--- config.mk ---
export PLATFORM = sky130hd
export DESIGN_NAME = ack_retransmit_table_top_flat
export DESIGN_NICKNAME = d
export VERILOG_FILES = /design/src/rtl/art_pkg.sv /design/src/rtl/art_req_if.sv /design/src/rtl/art_rsp_if.sv /design/src/rtl/art_cfg_if.sv /design/src/rtl/art_ram.sv /design/src/rtl/art_datapath.sv /design/src/rtl/art_ctrl.sv /design/src/rtl/ack_retransmit_table_top.sv /design/src/flat_wrapper.sv
export SDC_FILE = /design/constraint.sdc
export NUM_CORES = 1
export LEC_CHECK = 0
export BUFFER_PORTS_ARGS = -buffer_cell sky130_fd_sc_hd__buf_2
export CORE_MARGIN = 5
export CORE_UTILIZATION = 37
export DETAILED_ROUTE_END_ITERATION = 16
export PLACE_DENSITY = 0.59
export SYNTH_ARGS = -nofsm -noshare
export SYNTH_HDL_FRONTEND = slang
export SYNTH_HIERARCHICAL = 1
export SYNTH_SLANG_ARGS = --single-unit
--- constraint.sdc ---
create_clock -name clk -period 23.8 [get_ports clk]
set_input_delay 2.38 -clock clk [delete_from_list [all_inputs] [get_ports clk]]
set_output_delay 2.38 -clock clk [all_outputs]
set_load 0.1 [all_outputs]
--- src/rtl/art_pkg.sv ---
// Shared types and constants of the pending-ack retransmit table.
package art_pkg;

    localparam int PENDING_SLOTS_DEF = 8;
    localparam int MSG_ID_W          = 16;
    localparam int NODE_W            = 8;
    localparam int TAG_W             = 16;
    localparam int TIME_W            = 32;
    localparam int RETRY_W           = 8;
    localparam int CMD_W             = 2;

    localparam logic [TIME_W-1:0] ACK_TIMEOUT_RST = TIME_W'(1000);

    typedef enum logic [CMD_W-1:0] {
        CMD_ADD   = 2'd0,
        CMD_ACK   = 2'd1,
        CMD_CHECK = 2'd2,
        CMD_CLEAR = 2'd3
    } cmd_t;

    typedef enum logic [1:0] {
        ST_IDLE,
        ST_SCAN,
        ST_DELIVER
    } state_t;

    typedef struct packed {
        cmd_t                cmd;
        logic [TIME_W-1:0]   now_ms;
        logic [MSG_ID_W-1:0] msg_id;
        logic [NODE_W-1:0]   node_id;
        logic [TAG_W-1:0]    packet_tag;
        logic [RETRY_W-1:0]  max_retries;
    } item_t;

    typedef struct packed {
        logic [MSG_ID_W-1:0] msg_id;
        logic [NODE_W-1:0]   receiver;
        logic [TAG_W-1:0]    tag;
        logic [TIME_W-1:0]   sent_time;
        logic [RETRY_W-1:0]  retries;
    } slot_t;

    typedef struct packed {
        logic                ok;
        logic [MSG_ID_W-1:0] retry_msg_id;
        logic [NODE_W-1:0]   retry_node_id;
        logic [TAG_W-1:0]    retry_tag;
    } res_t;

    // controller -> datapath
    typedef struct packed {
        logic item_load;
        logic set_active;
        logic clr_active;
        logic clr_all;
        logic wr_add;
        logic wr_check;
        logic res_load;
        logic res_ok;
        logic res_slot;
        logic out_load;
    } ctl_t;

    // datapath -> controller
    typedef struct packed {
        cmd_t item_cmd;
        logic slot_active;
        logic id_match;
        logic timed_out;
        logic has_retries;
        logic out_free;
    } sts_t;

endpackage

--- src/rtl/art_req_if.sv ---
// Command channel interface: one beat is one table command.
interface art_req_if;
    logic                          valid;
    logic                          ready;
    logic [art_pkg::CMD_W-1:0]     cmd;
    logic [art_pkg::TIME_W-1:0]    now_ms;
    logic [art_pkg::MSG_ID_W-1:0]  msg_id;
    logic [art_pkg::NODE_W-1:0]    node_id;
    logic [art_pkg::TAG_W-1:0]     packet_tag;
    logic [art_pkg::RETRY_W-1:0]   max_retries;

    modport source (output valid, cmd, now_ms, msg_id, node_id, packet_tag, max_retries,
                    input ready);
    modport sink   (input valid, cmd, now_ms, msg_id, node_id, packet_tag, max_retries,
                    output ready);
endinterface

--- src/rtl/art_rsp_if.sv ---
// Result channel interface: one beat per command.
interface art_rsp_if;
    logic                          valid;
    logic                          ready;
    logic                          ok;
    logic [art_pkg::MSG_ID_W-1:0]  retry_msg_id;
    logic [art_pkg::NODE_W-1:0]    retry_node_id;
    logic [art_pkg::TAG_W-1:0]     retry_tag;

    modport source (output valid, ok, retry_msg_id, retry_node_id, retry_tag, input ready);
    modport sink   (input valid, ok, retry_msg_id, retry_node_id, retry_tag, output ready);
endinterface

--- src/rtl/art_cfg_if.sv ---
// Configuration write channel interface: carries the ack timeout.
interface art_cfg_if;
    logic                          valid;
    logic                          ready;
    logic [art_pkg::TIME_W-1:0]    ack_timeout;

    modport source (output valid, ack_timeout, input ready);
    modport sink   (input valid, ack_timeout, output ready);
endinterface

--- src/rtl/art_ram.sv ---
// Generic single-write, single-read RAM with registered read data.
module art_ram #(
    parameter int WIDTH = 8,
    parameter int DEPTH = 8,
    parameter int ADDR_W = (DEPTH > 1) ? $clog2(DEPTH) : 1
) (
    input  logic              clk,
    input  logic              we,
    input  logic [ADDR_W-1:0] waddr,
    input  logic [WIDTH-1:0]  wdata,
    input  logic [ADDR_W-1:0] raddr,
    output logic [WIDTH-1:0]  rdata
);
    logic [WIDTH-1:0] mem [DEPTH];
    logic [WIDTH-1:0] rdata_reg;

    always_ff @(posedge clk)
    begin
        if (we)
        begin
            mem[waddr] <= wdata;
        end
        rdata_reg <= mem[raddr];
    end

    assign rdata = rdata_reg;
endmodule

--- src/rtl/art_datapath.sv ---
// Datapath: slot RAM, active flags, timeout register, compares and result registers.
module art_datapath #(
    parameter int PENDING_SLOTS = art_pkg::PENDING_SLOTS_DEF,
    parameter int IDX_W = (PENDING_SLOTS > 1) ? $clog2(PENDING_SLOTS) : 1
) (
    input  logic                       clk,
    input  logic                       rst_n,
    input  art_pkg::ctl_t              ctl,
    input  logic [IDX_W-1:0]           scan_idx,
    input  logic [IDX_W-1:0]           rd_addr,
    input  art_pkg::item_t             item,
    input  logic                       cfg_we,
    input  logic [art_pkg::TIME_W-1:0] cfg_data,
    input  logic                       out_ready,
    output art_pkg::sts_t              sts,
    output logic                       out_valid,
    output art_pkg::res_t              out_data
);
    import art_pkg::*;

    item_t                    item_reg;
    logic [TIME_W-1:0]        timeout_reg;
    logic [PENDING_SLOTS-1:0] active_reg, active_next;
    res_t                     res_reg, res_next;
    res_t                     out_reg;
    logic                     out_valid_reg, out_valid_next;
    slot_t                    rd_slot, wr_slot;
    logic [$bits(slot_t)-1:0] rd_bits;
    logic [TIME_W-1:0]        elapsed;

    art_ram #(
        .WIDTH ($bits(slot_t)),
        .DEPTH (PENDING_SLOTS),
        .ADDR_W(IDX_W)
    ) u_slot_ram (
        .clk  (clk),
        .we   (ctl.wr_add | ctl.wr_check),
        .waddr(scan_idx),
        .wdata(wr_slot),
        .raddr(rd_addr),
        .rdata(rd_bits)
    );

    assign rd_slot = slot_t'(rd_bits);
    assign elapsed = item_reg.now_ms - rd_slot.sent_time;  // wraps mod 2^32

    always_comb
    begin
        if (ctl.wr_add)
        begin
            wr_slot.msg_id    = item_reg.msg_id;
            wr_slot.receiver  = item_reg.node_id;
            wr_slot.tag       = item_reg.packet_tag;
            wr_slot.sent_time = item_reg.now_ms;
            wr_slot.retries   = item_reg.max_retries;
        end
        else
        begin
            // check restamp: spend one retry
            wr_slot           = rd_slot;
            wr_slot.sent_time = item_reg.now_ms;
            wr_slot.retries   = rd_slot.retries - RETRY_W'(1);
        end
    end

    always_comb
    begin
        sts.item_cmd    = item_reg.cmd;
        sts.slot_active = active_reg[scan_idx];
        sts.id_match    = (rd_slot.msg_id == item_reg.msg_id) &&
                          (rd_slot.receiver == item_reg.node_id);
        sts.timed_out   = (elapsed >= timeout_reg);
        sts.has_retries = (rd_slot.retries != '0);
        sts.out_free    = !out_valid_reg || out_ready;
    end

    always_comb
    begin
        active_next = active_reg;
        if (ctl.clr_all)
        begin
            active_next = '0;
        end
        else if (ctl.set_active)
        begin
            active_next[scan_idx] = 1'b1;
        end
        else if (ctl.clr_active)
        begin
            active_next[scan_idx] = 1'b0;
        end

        res_next = res_reg;
        if (ctl.res_load)
        begin
            res_next    = '0;
            res_next.ok = ctl.res_ok;
            if (ctl.res_slot)
            begin
                res_next.retry_msg_id  = rd_slot.msg_id;
                res_next.retry_node_id = rd_slot.receiver;
                res_next.retry_tag     = rd_slot.tag;
            end
        end

        out_valid_next = out_valid_reg;
        if (ctl.out_load)
        begin
            out_valid_next = 1'b1;
        end
        else if (out_ready)
        begin
            out_valid_next = 1'b0;
        end
    end

    always_ff @(posedge clk or negedge rst_n)
    begin
        if (!rst_n)
        begin
            active_reg    <= '0;
            timeout_reg   <= ACK_TIMEOUT_RST;
            out_valid_reg <= 1'b0;
        end
        else
        begin
            active_reg    <= active_next;
            out_valid_reg <= out_valid_next;
            if (cfg_we)
            begin
                timeout_reg <= cfg_data;
            end
        end
    end

    always_ff @(posedge clk)
    begin
        res_reg <= res_next;
        if (ctl.item_load)
        begin
            item_reg <= item;
        end
        if (ctl.out_load)
        begin
            out_reg <= res_reg;
        end
    end

    assign out_valid = out_valid_reg;
    assign out_data  = out_reg;

    a_one_write: assert property (@(posedge clk) disable iff (!rst_n)
        !(ctl.wr_add && ctl.wr_check))
        else $error("add and check write in the same cycle");

    a_add_sets_active: assert property (@(posedge clk) disable iff (!rst_n)
        ctl.wr_add |=> active_reg[$past(scan_idx)])
        else $error("added slot not marked active");

    a_load_shows: assert property (@(posedge clk) disable iff (!rst_n)
        ctl.out_load |=> out_valid_reg && (out_reg == $past(res_reg)))
        else $error("result beat not presented after load");
endmodule

--- src/rtl/art_ctrl.sv ---
// Controller: command FSM and slot scan counter.
module art_ctrl #(
    parameter int PENDING_SLOTS = art_pkg::PENDING_SLOTS_DEF,
    parameter int IDX_W = (PENDING_SLOTS > 1) ? $clog2(PENDING_SLOTS) : 1
) (
    input  logic             clk,
    input  logic             rst_n,
    input  logic             req_valid,
    output logic             req_ready,
    input  art_pkg::sts_t    sts,
    output art_pkg::ctl_t    ctl,
    output logic [IDX_W-1:0] scan_idx,
    output logic [IDX_W-1:0] rd_addr
);
    import art_pkg::*;

    localparam logic [IDX_W-1:0] LAST_IDX = IDX_W'(PENDING_SLOTS - 1);

    state_t           state_reg, state_next;
    logic [IDX_W-1:0] idx_reg, idx_next;

    always_ff @(posedge clk or negedge rst_n)
    begin
        if (!rst_n)
        begin
            state_reg <= ST_IDLE;
            idx_reg   <= '0;
        end
        else
        begin
            state_reg <= state_next;
            idx_reg   <= idx_next;
        end
    end

    always_comb
    begin
        logic last;
        logic step;

        last       = (idx_reg == LAST_IDX);
        step       = 1'b0;
        state_next = state_reg;
        idx_next   = idx_reg;
        ctl        = '0;
        req_ready  = 1'b0;
        rd_addr    = '0;

        case (state_reg)
            ST_IDLE:
            begin
                req_ready = 1'b1;
                if (req_valid)
                begin
                    ctl.item_load = 1'b1;
                    idx_next      = '0;
                    state_next    = ST_SCAN;
                end
            end

            ST_SCAN:
            begin
                // read one slot ahead; data for idx_reg is on the RAM output
                rd_addr = last ? idx_reg : (idx_reg + IDX_W'(1));
                case (sts.item_cmd)
                    CMD_ADD:
                    begin
                        if (!sts.slot_active)
                        begin
                            ctl.wr_add     = 1'b1;
                            ctl.set_active = 1'b1;
                            ctl.res_load   = 1'b1;
                            ctl.res_ok     = 1'b1;
                            state_next     = ST_DELIVER;
                        end
                        else
                        begin
                            step = 1'b1;
                        end
                    end

                    CMD_ACK:
                    begin
                        if (sts.slot_active && sts.id_match)
                        begin
                            ctl.clr_active = 1'b1;
                            ctl.res_load   = 1'b1;
                            ctl.res_ok     = 1'b1;
                            state_next     = ST_DELIVER;
                        end
                        else
                        begin
                            step = 1'b1;
                        end
                    end

                    CMD_CHECK:
                    begin
                        if (sts.slot_active && sts.timed_out && sts.has_retries)
                        begin
                            ctl.wr_check = 1'b1;
                            ctl.res_load = 1'b1;
                            ctl.res_ok   = 1'b1;
                            ctl.res_slot = 1'b1;
                            state_next   = ST_DELIVER;
                        end
                        else
                        begin
                            // expired with no budget left: drop it and go on
                            ctl.clr_active = sts.slot_active && sts.timed_out;
                            step           = 1'b1;
                        end
                    end

                    default:
                    begin
                        ctl.clr_all  = 1'b1;
                        ctl.res_load = 1'b1;
                        state_next   = ST_DELIVER;
                    end
                endcase

                if (step)
                begin
                    if (last)
                    begin
                        ctl.res_load = 1'b1;
                        state_next   = ST_DELIVER;
                    end
                    else
                    begin
                        idx_next = idx_reg + IDX_W'(1);
                    end
                end
            end

            ST_DELIVER:
            begin
                if (sts.out_free)
                begin
                    ctl.out_load = 1'b1;
                    state_next   = ST_IDLE;
                end
            end

            default:
            begin
                state_next = ST_IDLE;
            end
        endcase
    end

    assign scan_idx = idx_reg;

    a_idx_range: assert property (@(posedge clk) disable iff (!rst_n)
        idx_reg <= LAST_IDX)
        else $error("scan index beyond last slot");

    a_res_to_deliver: assert property (@(posedge clk) disable iff (!rst_n)
        ctl.res_load |=> state_reg == ST_DELIVER)
        else $error("result decided but not delivered");

    a_deliver_done: assert property (@(posedge clk) disable iff (!rst_n)
        (state_reg == ST_DELIVER) && sts.out_free |=> state_reg == ST_IDLE)
        else $error("free output slot but result not handed over");
endmodule

--- src/rtl/ack_retransmit_table_top.sv ---
// Top level of the pending-ack retransmit table.
// Usage:
//   req : one beat per command (add, ack, check, clear) with time, ids, tag
//         and retry budget. Accepted when req.valid and req.ready are high.
//   rsp : exactly one beat per command: ok plus the packet to resend when a
//         check finds a timed-out slot with retries left (else fields are 0).
//   cfg : writes the ack timeout in ms; reset value 1000. Write only while
//         the table is idle.
// Timing: after the accept edge the controller scans one slot per cycle
//   through the slot RAM (one read port, registered read, next slot
//   prefetched). A command stops at its hit slot or after the last slot,
//   its result goes to the output register, and req.ready rises in the
//   same cycle as rsp.valid; clear needs no scan. A new command is only
//   accepted once the previous result is in the output register.
// Reset: all slots are freed and the timeout returns to 1000 at once; no
//   clearing pass. The slot RAM contents are only used for active slots.
// Stall: the finished result sits in the output register; the next command
//   is accepted and scanned meanwhile, and waits to hand over its own result
//   until rsp.ready drains the previous beat.
module ack_retransmit_table_top #(
    parameter int PENDING_SLOTS = art_pkg::PENDING_SLOTS_DEF
) (
    input  logic      clk,
    input  logic      rst_n,
    art_req_if.sink   req,
    art_rsp_if.source rsp,
    art_cfg_if.sink   cfg
);
    import art_pkg::*;

    localparam int IDX_W = (PENDING_SLOTS > 1) ? $clog2(PENDING_SLOTS) : 1;

    ctl_t             ctl;
    sts_t             sts;
    item_t            item;
    res_t             out_data;
    logic             out_valid;
    logic [IDX_W-1:0] scan_idx;
    logic [IDX_W-1:0] rd_addr;

    // command beat payload
    assign item.cmd         = cmd_t'(req.cmd);
    assign item.now_ms      = req.now_ms;
    assign item.msg_id      = req.msg_id;
    assign item.node_id     = req.node_id;
    assign item.packet_tag  = req.packet_tag;
    assign item.max_retries = req.max_retries;

    // timeout register always takes a write beat
    assign cfg.ready = 1'b1;

    art_ctrl #(
        .PENDING_SLOTS(PENDING_SLOTS),
        .IDX_W        (IDX_W)
    ) u_ctrl (
        .clk      (clk),
        .rst_n    (rst_n),
        .req_valid(req.valid),
        .req_ready(req.ready),
        .sts      (sts),
        .ctl      (ctl),
        .scan_idx (scan_idx),
        .rd_addr  (rd_addr)
    );

    art_datapath #(
        .PENDING_SLOTS(PENDING_SLOTS),
        .IDX_W        (IDX_W)
    ) u_datapath (
        .clk      (clk),
        .rst_n    (rst_n),
        .ctl      (ctl),
        .scan_idx (scan_idx),
        .rd_addr  (rd_addr),
        .item     (item),
        .cfg_we   (cfg.valid),
        .cfg_data (cfg.ack_timeout),
        .out_ready(rsp.ready),
        .sts      (sts),
        .out_valid(out_valid),
        .out_data (out_data)
    );

    // result beat
    assign rsp.valid         = out_valid;
    assign rsp.ok            = out_data.ok;
    assign rsp.retry_msg_id  = out_data.retry_msg_id;
    assign rsp.retry_node_id = out_data.retry_node_id;
    assign rsp.retry_tag     = out_data.retry_tag;
endmodule

--- src/flat_wrapper.sv ---
// flat-port wrapper written by rule: the top's interface ports become plain ports
module ack_retransmit_table_top_flat import art_pkg::*;
#(
    parameter int PENDING_SLOTS = art_pkg::PENDING_SLOTS_DEF
)
  (clk, rst_n, req_valid, req_cmd, req_now_ms, req_msg_id, req_node_id, req_packet_tag, req_max_retries, req_ready, rsp_valid, rsp_ok, rsp_retry_msg_id, rsp_retry_node_id, rsp_retry_tag, rsp_ready, cfg_valid, cfg_ack_timeout, cfg_ready);
  art_req_if req_i ();
  art_rsp_if rsp_i ();
  art_cfg_if cfg_i ();
  input  logic clk;
  input  logic rst_n;
  input wire logic [$bits(req_i.valid)-1:0] req_valid;
  input wire logic [$bits(req_i.cmd)-1:0] req_cmd;
  input wire logic [$bits(req_i.now_ms)-1:0] req_now_ms;
  input wire logic [$bits(req_i.msg_id)-1:0] req_msg_id;
  input wire logic [$bits(req_i.node_id)-1:0] req_node_id;
  input wire logic [$bits(req_i.packet_tag)-1:0] req_packet_tag;
  input wire logic [$bits(req_i.max_retries)-1:0] req_max_retries;
  output wire logic [$bits(req_i.ready)-1:0] req_ready;
  output wire logic [$bits(rsp_i.valid)-1:0] rsp_valid;
  output wire logic [$bits(rsp_i.ok)-1:0] rsp_ok;
  output wire logic [$bits(rsp_i.retry_msg_id)-1:0] rsp_retry_msg_id;
  output wire logic [$bits(rsp_i.retry_node_id)-1:0] rsp_retry_node_id;
  output wire logic [$bits(rsp_i.retry_tag)-1:0] rsp_retry_tag;
  input wire logic [$bits(rsp_i.ready)-1:0] rsp_ready;
  input wire logic [$bits(cfg_i.valid)-1:0] cfg_valid;
  input wire logic [$bits(cfg_i.ack_timeout)-1:0] cfg_ack_timeout;
  output wire logic [$bits(cfg_i.ready)-1:0] cfg_ready;
  assign req_i.valid = req_valid;
  assign req_i.cmd = req_cmd;
  assign req_i.now_ms = req_now_ms;
  assign req_i.msg_id = req_msg_id;
  assign req_i.node_id = req_node_id;
  assign req_i.packet_tag = req_packet_tag;
  assign req_i.max_retries = req_max_retries;
  assign req_ready = req_i.ready;
  assign rsp_valid = rsp_i.valid;
  assign rsp_ok = rsp_i.ok;
  assign rsp_retry_msg_id = rsp_i.retry_msg_id;
  assign rsp_retry_node_id = rsp_i.retry_node_id;
  assign rsp_retry_tag = rsp_i.retry_tag;
  assign rsp_i.ready = rsp_ready;
  assign cfg_i.valid = cfg_valid;
  assign cfg_i.ack_timeout = cfg_ack_timeout;
  assign cfg_ready = cfg_i.ready;
  ack_retransmit_table_top #(.PENDING_SLOTS(PENDING_SLOTS)) u_core (.clk(clk), .rst_n(rst_n), .req(req_i), .rsp(rsp_i), .cfg(cfg_i));
endmodule
==> results of run 1 <==
## per-layer routing
layer,GRT usage (%),vias up,routed length [um]
met5,0,-,0
met4,4.304,0,1936
met3,2.647,135,3866
met2,25.14,472,38810
met1,20.43,9208,34400
li1,-,7930,-
## cells in the mapped netlist (35+ instances only)
| master | count | area, um^2 |
|---|---|---|
| sky130_fd_sc_hd__edfxtp_1 | 804 | 24140 |
| sky130_fd_sc_hd__mux4_2 | 160 | 3603 |
| sky130_fd_sc_hd__mux2_2 | 121 | 1363 |
| sky130_fd_sc_hd__dfxtp_1 | 80 | 1602 |
| sky130_fd_sc_hd__nand2_1 | 77 | 289.0 |
| sky130_fd_sc_hd__inv_1 | 73 | 274.0 |
| sky130_fd_sc_hd__ha_1 | 69 | 863.3 |
| sky130_fd_sc_hd__o21ai_0 | 59 | 295.3 |
| sky130_fd_sc_hd__and2_1 | 42 | 262.8 |
| sky130_fd_sc_hd__dfrtp_1 | 40 | 1001 |
| sky130_fd_sc_hd__nor2_1 | 40 | 150.1 |
| sky130_fd_sc_hd__clkbuf_1 | 35 | 131.4 |
## cell type report
type                    count  area, um^2
diodes                      2       5.005
fillers                  8487       56170
inverters                  73       274.0
clock buffers             128        2591
repair buffers            190        1036
multi-input cells         829        8876
clock inverters            50       519.2
well taps                1287        1610
flip-flops and latches    930       26900
## path summary, 6_finish.rpt
check	startpoint	end	slack [ns]
worst min register to register	u_core/u_datapath/res_reg[4]	u_core/u_datapath/out_data[4]	0.42
min in group asynchronous	rst_n	u_core/u_datapath/timeout_reg[0]	1.96
worst min-delay path	u_core/u_datapath/res_reg[4]	u_core/u_datapath/out_data[4]	0.42
worst max-delay path	u_core/u_datapath/item_reg[48]	u_core/u_datapath/u_slot_ram/mem[0][45]	16.37
max in group asynchronous	rst_n	u_core/u_ctrl/scan_idx[0]	21.11
worst max register to register	u_core/u_datapath/item_reg[48]	u_core/u_datapath/u_slot_ram/mem[0][45]	16.37
## placed cells by master (no fill, tap or decap), drive strengths merged, types with 6 or more instances in the layout
| cell | netlist | final |
|---|---|---|
| ha | 69 | 69 |
| buf | 42 | 190 |
| and2 | 42 | 42 |
| nor4 | 8 | 8 |
| a21oi | 35 | 35 |
| a21o | 29 | 29 |
| inv | 73 | 77 |
| nand2b | 11 | 11 |
| nor2b | 8 | 8 |
| nor3 | 13 | 13 |
| clkbuf | 35 | 128 |
| nand3 | 11 | 11 |
| dfstp | 6 | 6 |
| xor2 | 27 | 27 |
| nand2 | 77 | 77 |
| nor2 | 40 | 40 |
| bufinv | 0 | 7 |
| nand4 | 12 | 12 |
| dfrtp | 40 | 40 |
| mux4 | 160 | 160 |
| xnor2 | 33 | 33 |
| mux2 | 121 | 121 |
| a31oi | 8 | 8 |
| edfxtp | 804 | 804 |
| o21ai | 61 | 61 |
| clkinv | 0 | 38 |
| dfxtp | 80 | 80 |
## power groups by stage
stage | clock [mW] | combinational [mW] | sequential [mW]
floorplan | 0 | 0.967 | 2.33
global placement | 0 | 1.37 | 2.28
detailed placement | 0 | 1.39 | 2.28
CTS | 1.51 | 1.40 | 2.25
global route | 1.58 | 1.52 | 2.27
finish | 1.47 | 1.38 | 2.25
## kinds of logic after synthesis
| group | after synthesis | share of synthesized area [%] |
|---|---|---|
| compound gates | 173 | 3.121 |
| xor+xnor | 60 | 1.445 |
| fa+ha+maj | 70 | 2.430 |
| buf+inv | 150 | 1.920 |
| flops | 930 | 74.00 |
| mux | 283 | 13.71 |
| other cells | 1 | 0.01031 |
| simple gates | 242 | 3.362 |
## stage by stage
step           area [um^2]  power, mW  util [%]  worst slack, ns  std cells
6_report             41820      5.101     42.67            16.37       3489
5_1_grt              41810      5.375     42.67            15.85       3487
4_1_cts              41810      5.168     42.67            16.24       3487
3_5_place_dp         38700      3.679     39.49            16.25       3309
3_3_place_gp         38700      3.646     39.49            16.37       3309
2_1_floorplan        36360      3.302         -            13.53       1909
==> report_table.html, run 1 <==
<table>
<tr><th>Metric</th><th>Value</th></tr>
<tr><th colspan="2">Route</th></tr>
<tr><td>Detailed-route DRC error count</td><td>0</td></tr>
<tr><td>Count of nets left with antenna violations after detail routing</td><td>0</td></tr>
<tr><td>DRT Pass-1 Iters</td><td>6</td></tr>
<tr><td>First DRT Iteration DRCs</td><td>1242</td></tr>
<tr><td>Via count</td><td>17.75k</td></tr>
<tr><td>Post-DR wirelength/cell</td><td>22.65 um</td></tr>
<tr><td>Avg Vias per Cell</td><td>5.086</td></tr>
<tr><td>Total Routed Length</td><td>79.01 mm</td></tr>
<tr><th colspan="2">Pwr</th></tr>
<tr><td>Relative contribution of combinational cells to total power</td><td>27.1%</td></tr>
<tr><td>Power density over cell area</td><td>122.0 nW/um^2</td></tr>
<tr><td>Fraction of power spent switching nets</td><td>30.67%</td></tr>
<tr><td>Clock group share of total power</td><td>28.7%</td></tr>
<tr><td>Internal power component</td><td>3.536 mW</td></tr>
<tr><td>Relative contribution of sequential cells to total power</td><td>44.1%</td></tr>
<tr><td>Switching power summed over all nets</td><td>1.564 mW</td></tr>
<tr><td>Worst VDD drop</td><td>0.0001254 V</td></tr>
<tr><td>Lkg Pwr</td><td>14.20 nW</td></tr>
<tr><th colspan="2">Outcome</th></tr>
<tr><td>Status</td><td>complete, no violations</td></tr>
<tr><th colspan="2">Clock network</th></tr>
<tr><td>Clock latency at the later pin of the worst-skew pair</td><td>0.67 ns</td></tr>
<tr><td>Post-CTS Hold Buffers</td><td>0</td></tr>
<tr><td>Number of buffers between clock root and the deepest sink</td><td>3</td></tr>
<tr><td>CTS tree</td><td>built</td></tr>
<tr><td>Clock sinks</td><td>930</td></tr>
<tr><td>Root buffer cell</td><td>sky130_fd_sc_hd__clkbuf_16</td></tr>
<tr><td>Total setup buffers inserted after CTS</td><td>0</td></tr>
<tr><td>Number of buffers created by CTS</td><td>95</td></tr>
<tr><td>Reg clk slew, reported paths</td><td>0.06 ns</td></tr>
<tr><td>Depth of the CTS H-tree</td><td>3</td></tr>
<tr><td>Post-cts sizing count</td><td>0</td></tr>
<tr><th colspan="2">Layout</th></tr>
<tr><td>Share of post-route cells with drive strength above 1</td><td>29.27%</td></tr>
<tr><td>Flip-flop count of the largest register after layout</td><td>640</td></tr>
<tr><td>Nets@finish</td><td>2308</td></tr>
<tr><td>Layout Area Growth over Synthesis</td><td>15.01%</td></tr>
<tr><th colspan="2">Global route</th></tr>
<tr><td>Number of antenna violations at the first check in global routing</td><td>3</td></tr>
<tr><td>GRT Overall Usage</td><td>15.05%</td></tr>
<tr><td>Remaining global-route overflow</td><td>0</td></tr>
<tr><td>Pin count of the biggest net entering global routing</td><td>120</td></tr>
<tr><td>Number of global-route vias before repair</td><td>18.74k</td></tr>
<tr><td>Wire length of the first global-routing pass</td><td>118.3 mm</td></tr>
<tr><th colspan="2">Placement</th></tr>
<tr><td>Number of buffers added on ports</td><td>161</td></tr>
<tr><td>Routability-driven placement congestion ratio</td><td>0.8252</td></tr>
<tr><td>HPWL reported at the end of detailed placement</td><td>46.58 mm</td></tr>
<tr><th colspan="2">Logic synthesis</th></tr>
<tr><td>Count of flip-flops with a built-in enable after synthesis</td><td>804</td></tr>
<tr><td>Gate count of the mapped netlist</td><td>1909</td></tr>
<tr><td>Mean instance size in the synthesized netlist</td><td>19.05 um^2</td></tr>
<tr><td>Share of synthesized area occupied by flip-flops and latches</td><td>74.00%</td></tr>
<tr><td>Synthesis Warnings</td><td>6</td></tr>
<tr><td>Flip-flop and latch count after synthesis</td><td>930</td></tr>
<tr><td>Syn_nets</td><td>2098</td></tr>
<tr><td>Main flop type after synthesis</td><td>sky130_fd_sc_hd__edfxtp_1</td></tr>
<tr><td>Cell area after synthesis</td><td>36360 um^2</td></tr>
<tr><td>Proportion of register bits with asynchronous set or reset after synthesis</td><td>4.946%</td></tr>
<tr><td>Number of distinct library cells after synthesis</td><td>70</td></tr>
<tr><th colspan="2">STA</th></tr>
<tr><td>Tmin final</td><td>7.435 ns</td></tr>
<tr><td>Worst slew slack as a fraction of its limit</td><td>21.21%</td></tr>
<tr><td>Setup repair after global routing missed its margin</td><td>no</td></tr>
<tr><td>Worst-margin pin slew</td><td>1.182 ns</td></tr>
<tr><td>Final setup fails</td><td>0</td></tr>
<tr><td>Number of slew-limit violations in the final report</td><td>0</td></tr>
<tr><td>Final Hold Slack</td><td>0.4183 ns</td></tr>
<tr><td>Highest attainable clock frequency</td><td>134.5 MHz</td></tr>
<tr><td>Clock tree skew after final layout</td><td>0.03576 ns</td></tr>
<tr><td>Final sum of negative setup slack</td><td>0 ns</td></tr>
<tr><td>Final hold violations</td><td>0</td></tr>
<tr><td>Crit share post-route</td><td>31.24%</td></tr>
<tr><th colspan="2">Setup path</th></tr>
<tr><td>Number of cells on the worst reg-to-reg path</td><td>24</td></tr>
<tr><td>Gate family responsible for the most delay along the worst path</td><td>compound AO/OA/AOI/OAI gates</td></tr>
<tr><td>Critical path launch point type</td><td>flop</td></tr>
<tr><td>Kind of capture point of the worst setup path</td><td>flop</td></tr>
<tr><td>Worst path max stage delay</td><td>0.81 ns</td></tr>
<tr><td>Crit-path slowest cell</td><td>sky130_fd_sc_hd__nor2_4</td></tr>
<tr><td>Maximum fanout along the worst path</td><td>53</td></tr>
<tr><td>WP data arrival</td><td>7.71 ns</td></tr>
<tr><td>Number of buffers and inverters on the critical path</td><td>3</td></tr>
<tr><td>Crit. path cell count</td><td>24</td></tr>
<tr><td>Critical path class</td><td>flop to flop</td></tr>
<tr><td>Sequence of cells on the critical path</td><td>inv_1 &gt; ha_1 &gt; inv_1 &gt; fa_1 &gt; a21o_1 &gt; a311oi_2 &gt; o21ai_2 &gt; a31oi_4 &gt; o21ba_4 &gt; o31ai_2 &gt; a221oi_2 &gt; xnor2_1 &gt; ha_1 &gt; nand4_1 &gt; o21ai_0 &gt; or3_1 &gt; o21ai_0 &gt; a21oi_1 &gt; nand3_1 &gt; nor2_4 &gt; or2_2 &gt; nand2b_1 &gt; nor3_2 &gt; buf_4</td></tr>
<tr><td>Required arrival time at the worst endpoint</td><td>24.07 ns</td></tr>
<tr><th colspan="2">Floorplanning</th></tr>
<tr><td>Width of the chip</td><td>323.5 um</td></tr>
<tr><td>I/O pin count</td><td>163</td></tr>
<tr><td>Effective utilization at floorplan</td><td>37.10%</td></tr>
<tr><td>Total die area</td><td>104600 um^2</td></tr>
<tr><td>Core region area</td><td>97990 um^2</td></tr>
<tr><td>Height of the die</td><td>323.5 um</td></tr>
<tr><td>Core Rows</td><td>115</td></tr>
<tr><th colspan="2">Run</th></tr>
<tr><td>Max capacitance violation total</td><td>0</td></tr>
<tr><th colspan="2">Worst hold path</th></tr>
<tr><td>Hold/Removal Path Class</td><td>flop to flop</td></tr>
<tr><td>Depth of the worst hold-timing path</td><td>0</td></tr>
</table>
(Power assumes the default switching activity.)
==> inputs of run 2 (changes only) <==
--- a/config.mk
+++ b/config.mk
@@ -5,11 +5,12 @@
 export SDC_FILE = /design/constraint.sdc
 export NUM_CORES = 1
 export LEC_CHECK = 0
+export ABC_AREA = 1
 export BUFFER_PORTS_ARGS = -buffer_cell sky130_fd_sc_hd__buf_2
 export CORE_MARGIN = 5
 export CORE_UTILIZATION = 37
 export DETAILED_ROUTE_END_ITERATION = 16
-export PLACE_DENSITY = 0.59
+export PLACE_DENSITY = 0.58
 export SYNTH_ARGS = -nofsm -noshare
 export SYNTH_HDL_FRONTEND = slang
 export SYNTH_HIERARCHICAL = 1
==> constraint.sdc (replaced) <==
create_clock -name clk -period 7.4 [get_ports clk]
set_input_delay 0.74 -clock clk [delete_from_list [all_inputs] [get_ports clk]]
set_output_delay 0.74 -clock clk [all_outputs]
set_load 0.1 [all_outputs]
==> report_table.html, run 2 <==
<table>
<tr><th>Metric</th><th>Value</th></tr>
<tr><th colspan="2">Outcome</th></tr>
<tr><td>Status</td><td>complete, no violations</td></tr>
<tr><th colspan="2">Logic synthesis</th></tr>
<tr><td>Portion of netlist area occupied by mux cells</td><td>0.02730% (-14 points)</td></tr>
<tr><td>Syn_nets</td><td>4409 (+110%)</td></tr>
<tr><td>Flip-flop and latch count after synthesis</td><td>930 (unchanged)</td></tr>
<tr><td>Share of synthesized area occupied by flip-flops and latches</td><td>65.22% (-8.8 points)</td></tr>
<tr><td>Cell area after synthesis</td><td>41250 um^2 (+13%)</td></tr>
<tr><td>Number of distinct library cells after synthesis</td><td>48 (-31%)</td></tr>
<tr><td>Dominant combinational cell family by area after synthesis</td><td>simple AND/OR/NAND/NOR gates</td></tr>
<tr><td>Cell type with the highest aggregate area in the netlist</td><td>sky130_fd_sc_hd__edfxtp_1</td></tr>
<tr><td>Simple-gate share of the synthesized area</td><td>19.99% (+17 points)</td></tr>
<tr><td>Main flop type after synthesis</td><td>sky130_fd_sc_hd__edfxtp_1</td></tr>
<tr><td>Gate count of the mapped netlist</td><td>4220 (+120%)</td></tr>
<tr><td>Count of flip-flops with a built-in enable after synthesis</td><td>804 (unchanged)</td></tr>
<tr><td>Library cell with the highest instance count after synthesis</td><td>sky130_fd_sc_hd__nand2_1</td></tr>
<tr><td>Yosys top cell area share</td><td>58.53% (-7.9 points)</td></tr>
<tr><td>Adder-cell area share of the yosys netlist</td><td>2.142% (-0.29 points)</td></tr>
<tr><td>Proportion of register bits with asynchronous set or reset after synthesis</td><td>4.946% (unchanged)</td></tr>
<tr><td>Cell types with the highest counts after synthesis</td><td>sky130_fd_sc_hd__nand2_1, sky130_fd_sc_hd__inv_1, sky130_fd_sc_hd__edfxtp_1</td></tr>
<tr><td>Mean instance size in the synthesized netlist</td><td>9.774 um^2 (-49%)</td></tr>
<tr><td>Post-synthesis compound-gate area fraction</td><td>1.532% (-1.6 points)</td></tr>
<tr><td>Synthesis Warnings</td><td>6 (unchanged)</td></tr>
<tr><td>XOR/XNOR share of the synthesized area</td><td>0.8281% (-0.62 points)</td></tr>
<tr><td>Top cells by area, synth</td><td>sky130_fd_sc_hd__edfxtp_1, sky130_fd_sc_hd__nand2_1, sky130_fd_sc_hd__inv_1</td></tr>
<tr><th colspan="2">Placement</th></tr>
<tr><td>Routability-driven placement congestion ratio</td><td>0.8093 (-1.9%)</td></tr>
<tr><td>Placed insts</td><td>5756 (+74%)</td></tr>
<tr><td>Pre-CTS WS</td><td>2.028 ns (-14.23 ns)</td></tr>
<tr><td>HPWL reported at the end of detailed placement</td><td>57.85 mm (+24%)</td></tr>
<tr><td>Number of buffers added on ports</td><td>161 (unchanged)</td></tr>
<tr><th colspan="2">Global route</th></tr>
<tr><td>Pin count of the biggest net entering global routing</td><td>202 (+68%)</td></tr>
<tr><td>Wire length of the first global-routing pass</td><td>152.2 mm (+29%)</td></tr>
<tr><td>Remaining global-route overflow</td><td>0 (unchanged)</td></tr>
<tr><td>GRT Overall Usage</td><td>16.49% (+1.4 points)</td></tr>
<tr><td>Number of antenna violations at the first check in global routing</td><td>3 (unchanged)</td></tr>
<tr><td>Number of global-route vias before repair</td><td>25.96k (+39%)</td></tr>
<tr><th colspan="2">Run</th></tr>
<tr><td>Max capacitance violation total</td><td>0 (unchanged)</td></tr>
<tr><th colspan="2">Route</th></tr>
<tr><td>First DRT Iteration DRCs</td><td>2193 (+77%)</td></tr>
<tr><td>Post-DR wirelength/cell</td><td>16.45 um (-27%)</td></tr>
<tr><td>Count of nets left with antenna violations after detail routing</td><td>0 (unchanged)</td></tr>
<tr><td>Detailed-route DRC error count</td><td>0 (unchanged)</td></tr>
<tr><td>Total Routed Length</td><td>97.75 mm (+24%)</td></tr>
<tr><td>DRT Pass-1 Iters</td><td>5 (-1)</td></tr>
<tr><td>Avg Vias per Cell</td><td>4.514 (-11%)</td></tr>
<tr><td>Via count</td><td>26.83k (+51%)</td></tr>
<tr><th colspan="2">Clock network</th></tr>
<tr><td>Total setup buffers inserted after CTS</td><td>0 (unchanged)</td></tr>
<tr><td>Clock sinks</td><td>930 (unchanged)</td></tr>
<tr><td>Reg clk slew, reported paths</td><td>0.06 ns (about the same)</td></tr>
<tr><td>Post-CTS Hold Buffers</td><td>0 (unchanged)</td></tr>
<tr><td>CTS tree</td><td>built</td></tr>
<tr><td>Post-cts sizing count</td><td>0 (unchanged)</td></tr>
<tr><td>Depth of the CTS H-tree</td><td>3 (unchanged)</td></tr>
<tr><td>Number of buffers between clock root and the deepest sink</td><td>3 (unchanged)</td></tr>
<tr><td>Number of buffers created by CTS</td><td>99 (+4.2%)</td></tr>
<tr><td>Root buffer cell</td><td>sky130_fd_sc_hd__clkbuf_16</td></tr>
<tr><td>Clock latency at the later pin of the worst-skew pair</td><td>0.67 ns (about the same)</td></tr>
<tr><th colspan="2">Worst hold path</th></tr>
<tr><td>Hold/Removal Path Class</td><td>primary input to asynchronous set/reset pin</td></tr>
<tr><th colspan="2">Setup path</th></tr>
<tr><td>Crit-path slowest cell</td><td>sky130_fd_sc_hd__nor2_4</td></tr>
<tr><td>Cell with the most instances on the worst path</td><td>sky130_fd_sc_hd__nand2_1</td></tr>
<tr><td>Worst path max stage delay</td><td>0.61 ns (-0.20 ns)</td></tr>
<tr><td>Kind of capture point of the worst setup path</td><td>flop</td></tr>
<tr><td>Maximum fanout along the worst path</td><td>53 (unchanged)</td></tr>
<tr><td>Critical path class</td><td>flop to flop</td></tr>
<tr><td>Required arrival time at the worst endpoint</td><td>7.71 ns (-16.36 ns)</td></tr>
<tr><td>WP data arrival</td><td>5.62 ns (-2.09 ns)</td></tr>
<tr><td>Critical path launch point type</td><td>flop</td></tr>
<tr><td>Number of cells on the worst reg-to-reg path</td><td>29 (+21%)</td></tr>
<tr><th colspan="2">Pwr</th></tr>
<tr><td>Fraction of power spent switching nets</td><td>37.69% (+7.0 points)</td></tr>
<tr><td>Relative contribution of sequential cells to total power</td><td>40.1% (-4.0 points)</td></tr>
<tr><td>Internal power component</td><td>11.31 mW (+220%)</td></tr>
<tr><td>Worst VDD drop</td><td>0.0003129 V (+150%)</td></tr>
<tr><td>Switching power summed over all nets</td><td>6.842 mW (+340%)</td></tr>
<tr><td>Lkg Pwr</td><td>21.43 nW (+51%)</td></tr>
<tr><td>Clock group share of total power</td><td>25.9% (-2.8 points)</td></tr>
<tr><td>Relative contribution of combinational cells to total power</td><td>34.0% (+6.9 points)</td></tr>
<tr><td>Power density over cell area</td><td>389.5 nW/um^2 (+220%)</td></tr>
<tr><th colspan="2">Layout</th></tr>
<tr><td>Highest-count cells in the layout ignoring fill and taps</td><td>sky130_fd_sc_hd__nand2_1, sky130_fd_sc_hd__inv_1, sky130_fd_sc_hd__edfxtp_1</td></tr>
<tr><td>Share of post-route cells with drive strength above 1</td><td>9.746% (-20 points)</td></tr>
<tr><td>Layout Area Growth over Synthesis</td><td>13.02%</td></tr>
<tr><td>Flip-flop count of the largest register after layout</td><td>640 (unchanged)</td></tr>
<tr><td>Leading cell type in the layout, fill and taps excluded</td><td>sky130_fd_sc_hd__nand2_1</td></tr>
<tr><td>Number of cells in the finished layout apart from fillers</td><td>5943 (+70%)</td></tr>
<tr><td>Nets@finish</td><td>4558 (+97%)</td></tr>
<tr><th colspan="2">STA</th></tr>
<tr><td>Worst slew slack as a fraction of its limit</td><td>9.254% (-12 points)</td></tr>
<tr><td>Highest attainable clock frequency</td><td>188.1 MHz (+40%)</td></tr>
<tr><td>Number of slew-limit violations in the final report</td><td>0 (unchanged)</td></tr>
<tr><td>Setup repair after global routing missed its margin</td><td>no</td></tr>
<tr><td>Tmin final</td><td>5.316 ns (-2.119 ns)</td></tr>
<tr><td>Final hold violations</td><td>0 (unchanged)</td></tr>
<tr><td>Final Hold Slack</td><td>0.1825 ns (-0.2358 ns)</td></tr>
<tr><td>Clock tree skew after final layout</td><td>0.03292 ns (-0.002843 ns)</td></tr>
<tr><td>Final sum of negative setup slack</td><td>0 ns (unchanged)</td></tr>
<tr><td>Worst-margin pin slew</td><td>1.361 ns (+0.1794 ns)</td></tr>
<tr><td>Final setup fails</td><td>0 (unchanged)</td></tr>
<tr><td>Post-route setup slack</td><td>2.084 ns (-14.28 ns)</td></tr>
<tr><td>Crit share post-route</td><td>71.84% (+41 points)</td></tr>
<tr><th colspan="2">Floorplanning</th></tr>
<tr><td>Height of the die</td><td>343.9 um (+6.3%)</td></tr>
<tr><td>Total die area</td><td>118300 um^2 (+13%)</td></tr>
<tr><td>Core region area</td><td>110700 um^2 (+13%)</td></tr>
<tr><td>Core Rows</td><td>122 (+6.1%)</td></tr>
<tr><td>Width of the chip</td><td>343.9 um (+6.3%)</td></tr>
<tr><td>Effective utilization at floorplan</td><td>37.27% (+0.17 points)</td></tr>
<tr><td>I/O pin count</td><td>163 (unchanged)</td></tr>
</table>
==> run 2: cells by family (layout without fill, tap and decap cells) <==
| kind of cell | after synthesis | after routing |
|---|---|---|
| flops | 930 | 930 |
| mux | 1 | 1 |
| other cells | 1 | 3 |
| xor+xnor | 39 | 39 |
| fa+ha+maj | 70 | 70 |
| simple gates | 2014 | 2014 |
| compound gates | 113 | 113 |
| buf+inv | 1052 | 1285 |
==> run 2: through the flow <==
stage | utilization [%] | power (mW) | instance area [um^2]
after floorplan | - | 11.85 | 41250
after global placement | 39.32 | 13.52 | 43520
after detailed placement | 39.32 | 13.58 | 43520
after CTS | 42.12 | 18.36 | 46610
after global routing | 42.12 | 19.45 | 46610
final | 42.12 | 18.16 | 46620
==> run 2: critical path: cells and delay by family, from the launching register on <==
kind | cells | cell delay, ns
simple gates | 22 | 2.72
fa+ha+maj | 3 | 0.88
buf+inv | 4 | 0.72
flops | 1 | 0.52
==> run 2: final timing paths <==
path / from / to / slack, ns
worst max-delay path: u_core/u_datapath/item_reg[48] / u_core/u_datapath/u_slot_ram/mem[1][20] / 2.08
worst min-delay path: rst_n / u_core/u_ctrl/state_reg[0] / 0.18
worst max register to register: u_core/u_datapath/item_reg[48] / u_core/u_datapath/u_slot_ram/mem[1][20] / 2.08
worst min register to register: u_core/u_datapath/res_reg[39] / u_core/u_datapath/out_data[39] / 0.41
max in group asynchronous: rst_n / u_core/u_datapath/timeout_reg[13] / 6.77
min in group clk: req_msg_id[4] / u_core/u_datapath/item_reg[36] / 0.24
==> run 2: area by class of cell <==
type | count | area (um^2)
fill | 10510 | 64050
multi-input combinational | 2238 | 10220
clock buffer | 139 | 2748
timing repair buffer | 199 | 1129
tap | 1488 | 1862
antenna | 2 | 5.005
clock inverter | 46 | 347.8
inverter | 901 | 3407
sequential | 930 | 26900
==> run 2: per-layer routing <==
layer / GRT usage, % / routed length [um] / vias to the layer above
li1: - / - / 13480
met3: 2.811 / 5642 / 119
met5: 0 / 13 / -
met4: 3.733 / 1572 / 2
met1: 23.80 / 46240 / 12620
met2: 26.27 / 44280 / 614
==> run 2: power by group through the flow <==
stage	combinational (mW)	clock, mW	sequential [mW]
after floorplan	4.29	0	7.55
after global placement	6.13	0	7.38
after detailed placement	6.19	0	7.39
after CTS	6.22	4.85	7.29
after global routing	7.03	5.07	7.35
final	6.16	4.71	7.28
